## config.mk

```make
export PLATFORM = sky130hd
export DESIGN_NAME = first_free_slot_table_core
export DESIGN_NICKNAME = d
export VERILOG_FILES = /design/src/rtl/fst_pkg.sv /design/src/rtl/fst_ram.sv /design/src/rtl/fst_alloc.sv /design/src/rtl/first_free_slot_table_core.sv
export SDC_FILE = /design/constraint.sdc
export NUM_CORES = 2
export LEC_CHECK = 0
export BUFFER_PORTS_ARGS = -buffer_cell sky130_fd_sc_hd__buf_2
export CAP_MARGIN = 10
export CORE_UTILIZATION = 56
export CTS_BUF_LIST = sky130_fd_sc_hd__clkbuf_16
export CTS_CLUSTER_DIAMETER = 50
export DETAILED_ROUTE_END_ITERATION = 10
export GPL_ROUTABILITY_DRIVEN = 0
export PLACE_DENSITY_LB_ADDON = 0.12
export SLEW_MARGIN = 20
export SYNTH_ARGS = -nofsm -noshare
export SYNTH_HDL_FRONTEND = slang
export SYNTH_HIERARCHICAL = 1
export SYNTH_SLANG_ARGS = --single-unit
```

## constraint.sdc

```tcl
create_clock -name clk_i -period 14.4 [get_ports clk_i]
set_input_delay 0 -clock clk_i [delete_from_list [all_inputs] [get_ports clk_i]]
set_output_delay 0 -clock clk_i [all_outputs]
set_load 0.01 [all_outputs]
```

## src/rtl/fst_pkg.sv

```systemverilog
// Package for the first-free slot table: sizes, operation codes and the
// payload and control structs shared by the RTL modules.
// Depends on nothing.
package fst_pkg;

  localparam int unsigned MaxSlots    = 64;
  localparam int unsigned SlotW       = $clog2(MaxSlots);
  localparam int unsigned MarkW       = $clog2(MaxSlots + 1);
  localparam int unsigned CapW        = 7;
  localparam int unsigned CmpW        = (CapW > MarkW) ? CapW : MarkW;
  localparam int unsigned IndexW      = 6;
  localparam int unsigned ResultSlotW = 6;
  localparam int unsigned HandleW     = 32;

  localparam logic [CapW-1:0] CapReset = CapW'(64);

  typedef enum logic [1:0] {
    KindAdd    = 2'd0,
    KindRemove = 2'd1,
    KindRead   = 2'd2,
    KindFlush  = 2'd3
  } kind_e;

  localparam logic StatusOk   = 1'b0;
  localparam logic StatusFail = 1'b1;

  typedef struct packed {
    kind_e              kind;
    logic [IndexW-1:0]  slot_index;
    logic [HandleW-1:0] handle;
  } in_t;

  typedef struct packed {
    logic                   status;
    logic [ResultSlotW-1:0] result_slot;
    logic [HandleW-1:0]     read_handle;
  } out_t;

  typedef struct packed {
    logic               en;
    logic [SlotW-1:0]   addr;
    logic [HandleW-1:0] data;
  } wr_t;

endpackage

```

## src/rtl/fst_ram.sv

```systemverilog
// Generic single-write, single-read RAM with a registered read port.
// Depends on nothing; the contents have no reset.
module fst_ram #(
  parameter int unsigned Width = 32,
  parameter int unsigned Depth = 64
) (
  input  logic                     clk_i,
  input  logic                     we_i,
  input  logic [$clog2(Depth)-1:0] waddr_i,
  input  logic [Width-1:0]         wdata_i,
  input  logic                     re_i,
  input  logic [$clog2(Depth)-1:0] raddr_i,
  output logic [Width-1:0]         rdata_o
);

  logic [Width-1:0] mem_q [Depth];
  logic [Width-1:0] rdata_q;

  always_ff @(posedge clk_i) begin
    if (we_i) begin
      mem_q[waddr_i] <= wdata_i;
    end
  end

  always_ff @(posedge clk_i) begin
    if (re_i) begin
      rdata_q <= mem_q[raddr_i];
    end
  end

  assign rdata_o = rdata_q;

endmodule

```

## src/rtl/fst_alloc.sv

```systemverilog
// Slot allocator: occupancy bits, high-water mark, first-free search and the
// decision for one operation. Depends on fst_pkg.
module fst_alloc (
  input  logic                   clk_i,
  input  logic                   rst_ni,
  input  logic                   fire_i,
  input  fst_pkg::in_t           item_i,
  input  logic [fst_pkg::HandleW-1:0] rdata_i,
  input  logic [fst_pkg::CapW-1:0]    cap_i,
  output fst_pkg::out_t          res_o,
  output fst_pkg::wr_t           wr_o
);
  import fst_pkg::*;

  logic [MaxSlots-1:0] occ_q, occ_d;
  logic [MarkW-1:0]    mark_q, mark_d;

  logic [CmpW-1:0]     mark_ext, eff_cap, idx_ext, slot_c;
  logic [MaxSlots-1:0] free_vec;
  logic                found, hit_occ, idx_ok, status_c, wr_en_c;
  logic [SlotW-1:0]    free_idx, wr_addr_c;
  logic [HandleW-1:0]  rd_c;

  always_comb begin
    mark_ext = CmpW'(mark_q);
    idx_ext  = CmpW'(item_i.slot_index);
    eff_cap  = (CmpW'(cap_i) < CmpW'(MaxSlots)) ? CmpW'(cap_i) : CmpW'(MaxSlots);
    // A slot index below the mark is always inside the table.
    idx_ok   = idx_ext < mark_ext;
    found    = 1'b0;
    free_idx = '0;
    hit_occ  = 1'b0;
    for (int i = 0; i < MaxSlots; i++) begin
      free_vec[i] = !occ_q[i] && (CmpW'(i) < mark_ext);
      if (CmpW'(i) == idx_ext) begin
        hit_occ = occ_q[i];
      end
    end
    // Scan from the top so the lowest free slot wins.
    for (int i = MaxSlots - 1; i >= 0; i--) begin
      if (free_vec[i]) begin
        found    = 1'b1;
        free_idx = SlotW'(i);
      end
    end
  end

  always_comb begin
    occ_d     = occ_q;
    mark_d    = mark_q;
    status_c  = StatusFail;
    slot_c    = '0;
    rd_c      = '0;
    wr_en_c   = 1'b0;
    wr_addr_c = '0;
    case (item_i.kind)
      KindAdd: begin
        if (found) begin
          status_c        = StatusOk;
          slot_c          = CmpW'(free_idx);
          occ_d[free_idx] = item_i.handle != '0;
          wr_en_c         = 1'b1;
          wr_addr_c       = free_idx;
        end else if (mark_ext < eff_cap) begin
          status_c                  = StatusOk;
          slot_c                    = mark_ext;
          occ_d[mark_q[SlotW-1:0]]  = item_i.handle != '0;
          mark_d                    = mark_q + MarkW'(1);
          wr_en_c                   = 1'b1;
          wr_addr_c                 = mark_q[SlotW-1:0];
        end
      end
      KindRemove: begin
        if (idx_ok && hit_occ) begin
          status_c                  = StatusOk;
          slot_c                    = idx_ext;
          occ_d[idx_ext[SlotW-1:0]] = 1'b0;
        end
      end
      KindRead: begin
        if (idx_ok && hit_occ) begin
          status_c = StatusOk;
          rd_c     = rdata_i;
        end
      end
      KindFlush: begin
        status_c = StatusOk;
        occ_d    = '0;
        mark_d   = '0;
      end
      default: begin
        status_c = StatusFail;
      end
    endcase
  end

  always_ff @(posedge clk_i or negedge rst_ni) begin
    if (!rst_ni) begin
      occ_q  <= '0;
      mark_q <= '0;
    end else if (fire_i) begin
      occ_q  <= occ_d;
      mark_q <= mark_d;
    end
  end

  assign res_o.status      = status_c;
  assign res_o.result_slot = slot_c[ResultSlotW-1:0];
  assign res_o.read_handle = rd_c;

  assign wr_o.en   = fire_i && wr_en_c;
  assign wr_o.addr = wr_addr_c;
  assign wr_o.data = item_i.handle;

endmodule

```

## src/rtl/first_free_slot_table_core.sv

```systemverilog
// Top level of the first-free slot table: input register, handle RAM,
// allocator and result register. Depends on fst_pkg, fst_ram and fst_alloc.
//
// Use: operations (add, remove, read, flush) enter on the in_ channel as one
// word each; every word yields exactly one result word on the out_ channel,
// in order. The capacity register is written through cfg_we_i/cfg_wdata_i;
// the user is to write it only while the block is idle; the block does not enforce this.
// Path: an accepted word is held in the input register, and its result is
// captured in the result register and driven on out_data_o. The handle RAM is
// read at accept time, so the read data is waiting when the word sits in the
// input register; a same-cycle write from the word ahead is forwarded.
// Throughput: one word per cycle while out_ready_i is high. The first-free
// search is a single priority encoder over the occupancy bits, evaluated
// between the input register and the result register.
// Reset: all slots empty, mark zero, capacity 64; the RAM contents are not
// cleared, since a slot is read only while its occupancy bit is set.
// Stall: when out_ready_i is low the result is held; one more word may enter
// the input register, after which in_ready_o drops until the result leaves.
module first_free_slot_table_core (
  input  logic                     clk_i,
  input  logic                     rst_ni,
  input  logic                     in_valid_i,
  output logic                     in_ready_o,
  input  fst_pkg::in_t             in_data_i,
  output logic                     out_valid_o,
  input  logic                     out_ready_i,
  output fst_pkg::out_t            out_data_o,
  input  logic                     cfg_we_i,
  input  logic [fst_pkg::CapW-1:0] cfg_wdata_i
);
  import fst_pkg::*;

  logic               stage_valid_q;
  in_t                stage_q;
  logic               out_valid_q;
  out_t               out_q;
  logic [CapW-1:0]    cap_q;
  logic               fwd_q;
  logic [HandleW-1:0] fwd_data_q;

  logic               accept, fire;
  logic [CmpW-1:0]    raddr_ext;
  logic [SlotW-1:0]   raddr;
  logic [HandleW-1:0] ram_rdata, rdata_eff;
  out_t               res;
  wr_t                wr;

  assign fire       = stage_valid_q && (!out_valid_q || out_ready_i);
  assign in_ready_o = !stage_valid_q || fire;
  assign accept     = in_valid_i && in_ready_o;

  assign raddr_ext = CmpW'(in_data_i.slot_index);
  assign raddr     = raddr_ext[SlotW-1:0];
  assign rdata_eff = fwd_q ? fwd_data_q : ram_rdata;

  fst_ram #(
    .Width(HandleW),
    .Depth(MaxSlots)
  ) u_ram (
    .clk_i  (clk_i),
    .we_i   (wr.en),
    .waddr_i(wr.addr),
    .wdata_i(wr.data),
    .re_i   (accept),
    .raddr_i(raddr),
    .rdata_o(ram_rdata)
  );

  fst_alloc u_alloc (
    .clk_i  (clk_i),
    .rst_ni (rst_ni),
    .fire_i (fire),
    .item_i (stage_q),
    .rdata_i(rdata_eff),
    .cap_i  (cap_q),
    .res_o  (res),
    .wr_o   (wr)
  );

  always_ff @(posedge clk_i or negedge rst_ni) begin
    if (!rst_ni) begin
      stage_valid_q <= 1'b0;
      out_valid_q   <= 1'b0;
      cap_q         <= CapReset;
      fwd_q         <= 1'b0;
    end else begin
      if (accept) begin
        stage_valid_q <= 1'b1;
      end else if (fire) begin
        stage_valid_q <= 1'b0;
      end
      if (fire) begin
        out_valid_q <= 1'b1;
      end else if (out_ready_i) begin
        out_valid_q <= 1'b0;
      end
      if (cfg_we_i) begin
        cap_q <= cfg_wdata_i;
      end
      // The RAM returns old data when the word ahead writes the same slot.
      if (accept) begin
        fwd_q <= wr.en && (wr.addr == raddr);
      end
    end
  end

  always_ff @(posedge clk_i) begin
    if (accept) begin
      stage_q    <= in_data_i;
      fwd_data_q <= wr.data;
    end
    if (fire) begin
      out_q <= res;
    end
  end

  assign out_valid_o = out_valid_q;
  assign out_data_o  = out_q;

endmodule

```

==> out/results.ini <==
[pwr]
peakVddDrop_mv = 0.1286
leakage_nw = 33.67
combPwrFrac_pct = 10.6
pwr-share-clk_pct = 38.9
power_frac_seq_pct = 50.5
internal_power_mw = 11.16
switching_share_pct = 25.13
switchingPower_mw = 3.746
power_density_nw_per_um2 = 142.9
finalPower_mw = 14.90

[die]
io_pins = 93
die_w_um = 407.8
die_area_sq_um = 166300
rows = 148
initial_utilization_pct = 56.52
die_h_um = 407.8
core_sq_um = 163100

[clocking]
clock_sinks = 2272
cts-resized-gates = 0
numCtsBuffers = 228
post_cts_buffers = 0
clk-insertion-delay-late_ps = 860
cts_tree = done
cts_root_buffer = clkbuf_16
clockBufferDepth = 3
cts_htree_levels = 4
clk_pin_slew_ps = 60

[run_status]
status = complete, no violations

[placed_design]
place_inst = 6882
io_buffers = 92
place_ws_ps = 6930
dp_hpwl_um = 148400

[global_routing]
antenna_found_initial = 12
grt_pass1_vias = 49580
grt_max_degree = 105
grt-ovfl-total = 0
grt_usage_pct = 30.63
grt_pass1_wl_um = 362100

[critical_path]
reg2reg_slack_ps = 6660
crit_type = register to register
critPathRequiredTime_ps = 14850
cp_max_fo = 34
setup.worst_path.end_class = register
worstPathArrival_ps = 8190
critPathLaunchType = register

[routing]
avgViaCountPerCell = 6.848
drc = 0
via_count = 50880
drt_wl_total_um = 253300
antenna_left = 0
dr.pass1.iters = 7
post_drt_wl_per_cell_um = 34.09
drtIter0Drc = 7546

[synthesis]
yosys_warnings = 6
synth_edf_count = 2191
synth.avg_cell_area_sq_um = 19.29
syn-instance-count = 4781
synth-seq-area-share_pct = 73.56
syn_area_sq_um = 92200
synth.distinct_cells = 98
async_reset_ff_share_pct = 3.565
synth_fp_nets = 4850
ys.flop_type = edfxtp_1
yosys_register_bits = 2272

[final_layout]
drive_gt1_share_pct = 24.71
fillers = 11020
final_nets = 5120
fin_cells = 7430
fin_util_pct = 63.91
area.growth.synth_to_final_pct = 13.08

[timing]
clock.fmax_mhz = 129.2
finalHoldViolCount = 0
finalSetupViolCount = 0
finalWorstSetupSlack_ps = 6658
slew_viol_final = 0
min_period_over_period_pct = 53.76
rsz0062_at_grt = false
fin_tns_setup_ps = 0
max_slew_margin_pct = 5.335
period_minus_slack_ps = 7742
clock-skew-final_ps = 34.93
worst_pin_slew_ps = 1405

[hold_path]
hold_path_class = primary input to register

[flow_run]
maxCapViolCount = 0

-- layer usage --
| metal | global-route usage (%) | vias up | share of wire [%] |
|---|---|---|---|
| met5 | 0 | - | 0.0079 |
| met4 | 11.17 | 2 | 4.0 |
| met3 | 6.580 | 575 | 11 |
| met2 | 46.50 | 3233 | 46 |
| met1 | 44.29 | 26630 | 39 |
| li1 | - | 20450 | - |
-- state kept, by name (all words and copies together), names as in the netlist, named ones only --
signal            cells
out_valid_o           1
fwd_q                 1
u_alloc/mark_ext      7
out_data_o           39
u_ram/mem_q        2048
stage_q              40
cap_q                 7
stage_valid_q         1
fwd_data_q           32
u_ram/rdata_o        32
-- synth_stat cells, types with 62 or more instances --
master / instances / area, sq um
buf_2: 82 / 410.4
dfrtp_1: 80 / 2002
nand2_1: 133 / 499.2
a21oi_1: 170 / 850.8
nor2_1: 191 / 716.9
mux4_2: 545 / 12270
buf_4: 62 / 465.5
mux2i_1: 103 / 1031
clkbuf_1: 142 / 533.0
edfxtp_1: 2191 / 65790
o21ai_0: 166 / 830.8
o22ai_1: 88 / 550.5
-- final timing paths --
kind	startpoint	endpoint	depth (start not counted)
setup / recovery	u_alloc/mark_ext[5]	u_ram/mem_q[63][24]	12
min in group asynchronous	rst_ni	asynchronous set/reset pin	4
max in group asynchronous	rst_ni	asynchronous set/reset pin	4
setup reg to reg	u_alloc/mark_ext[5]	u_ram/mem_q[63][24]	12
hold / removal	in_data_i[33]	stage_q[33]	2
hold reg to reg	register	register	2
-- repair_timing --
action	in CTS	in global routing
endpoints found under the setup margin	0	0
hold endpoints to repair	144	0
hold buffers	103	0
-- per-stage QoR --
stage / area (sq um) / hold slack [ps]
after floorplan: 92200 / -295.6
after global placement: 95480 / -18.32
after detailed placement: 95580 / -14.80
after CTS: 104000 / 41.88
after global routing: 104200 / 76.40
final: 104300 / 91.79
-- placed cells by master, fill, tap and decap left out, drive strengths merged, types with 95 or more instances in the layout --
cell / n
edfxtp: 2191
mux4: 545
buf: 262
clkbuf: 230
nor2: 191
o21ai: 173
a21oi: 171
nand2: 134
clkinv: 104
mux2i: 103
dlygate4sd3: 102
inv: 95
-- critical path: stages (launching register included) --
cell and delay [ps]:
dfrtp_1 360, buf_4 270, nor2_1 830, nand3_1 370, o31ai_2 640, nand4_2 410
nor4_4 830, and4b_1 420, nand2_1 80, o21ai_0 100, and2_1 620, nand4_1 1080
nor2_4 1270
-- power by group through the flow --
| stage | combinational, mW | clock [mW] | sequential, mW |
|---|---|---|---|
| after floorplan | 0.941 | 0 | 7.59 |
| after global placement | 1.48 | 0 | 7.66 |
| after detailed placement | 1.50 | 0 | 7.66 |
| after CTS | 1.52 | 5.87 | 7.52 |
| after global routing | 1.63 | 6.12 | 7.53 |
| final | 1.57 | 5.80 | 7.53 |
-- cells by family (layout without fill, tap and decap cells) --
logic type | Yosys count | count (layout) | share of synthesized area, %
compound gates | 788 | 788 | 5.533
buf+inv | 360 | 823 | 1.931
simple gates | 647 | 647 | 3.619
fa+ha+maj | 17 | 17 | 0.2307
other cells | 0 | 11 | 0
mux | 691 | 691 | 15.07
flops | 2272 | 2272 | 73.56
xor+xnor | 6 | 6 | 0.05699
-- area by class of cell --
class                           instances  area (sq um)  share of cell area (%)
Timing Repair Buffer                  364          3079                   2.953
Sequential cell                      2272         67820                   65.05
Clock inverter                        193          1613                   1.547
Inverter                               36         135.1                  0.1296
Antenna cell                           11         27.53                 0.02640
Tap cell                             2175          2721                   2.610
Clock buffer                          230          5756                   5.520
Multi-Input combinational cell       2149         23110                   22.17
Note: power is estimated with default switching activity, not from simulation.
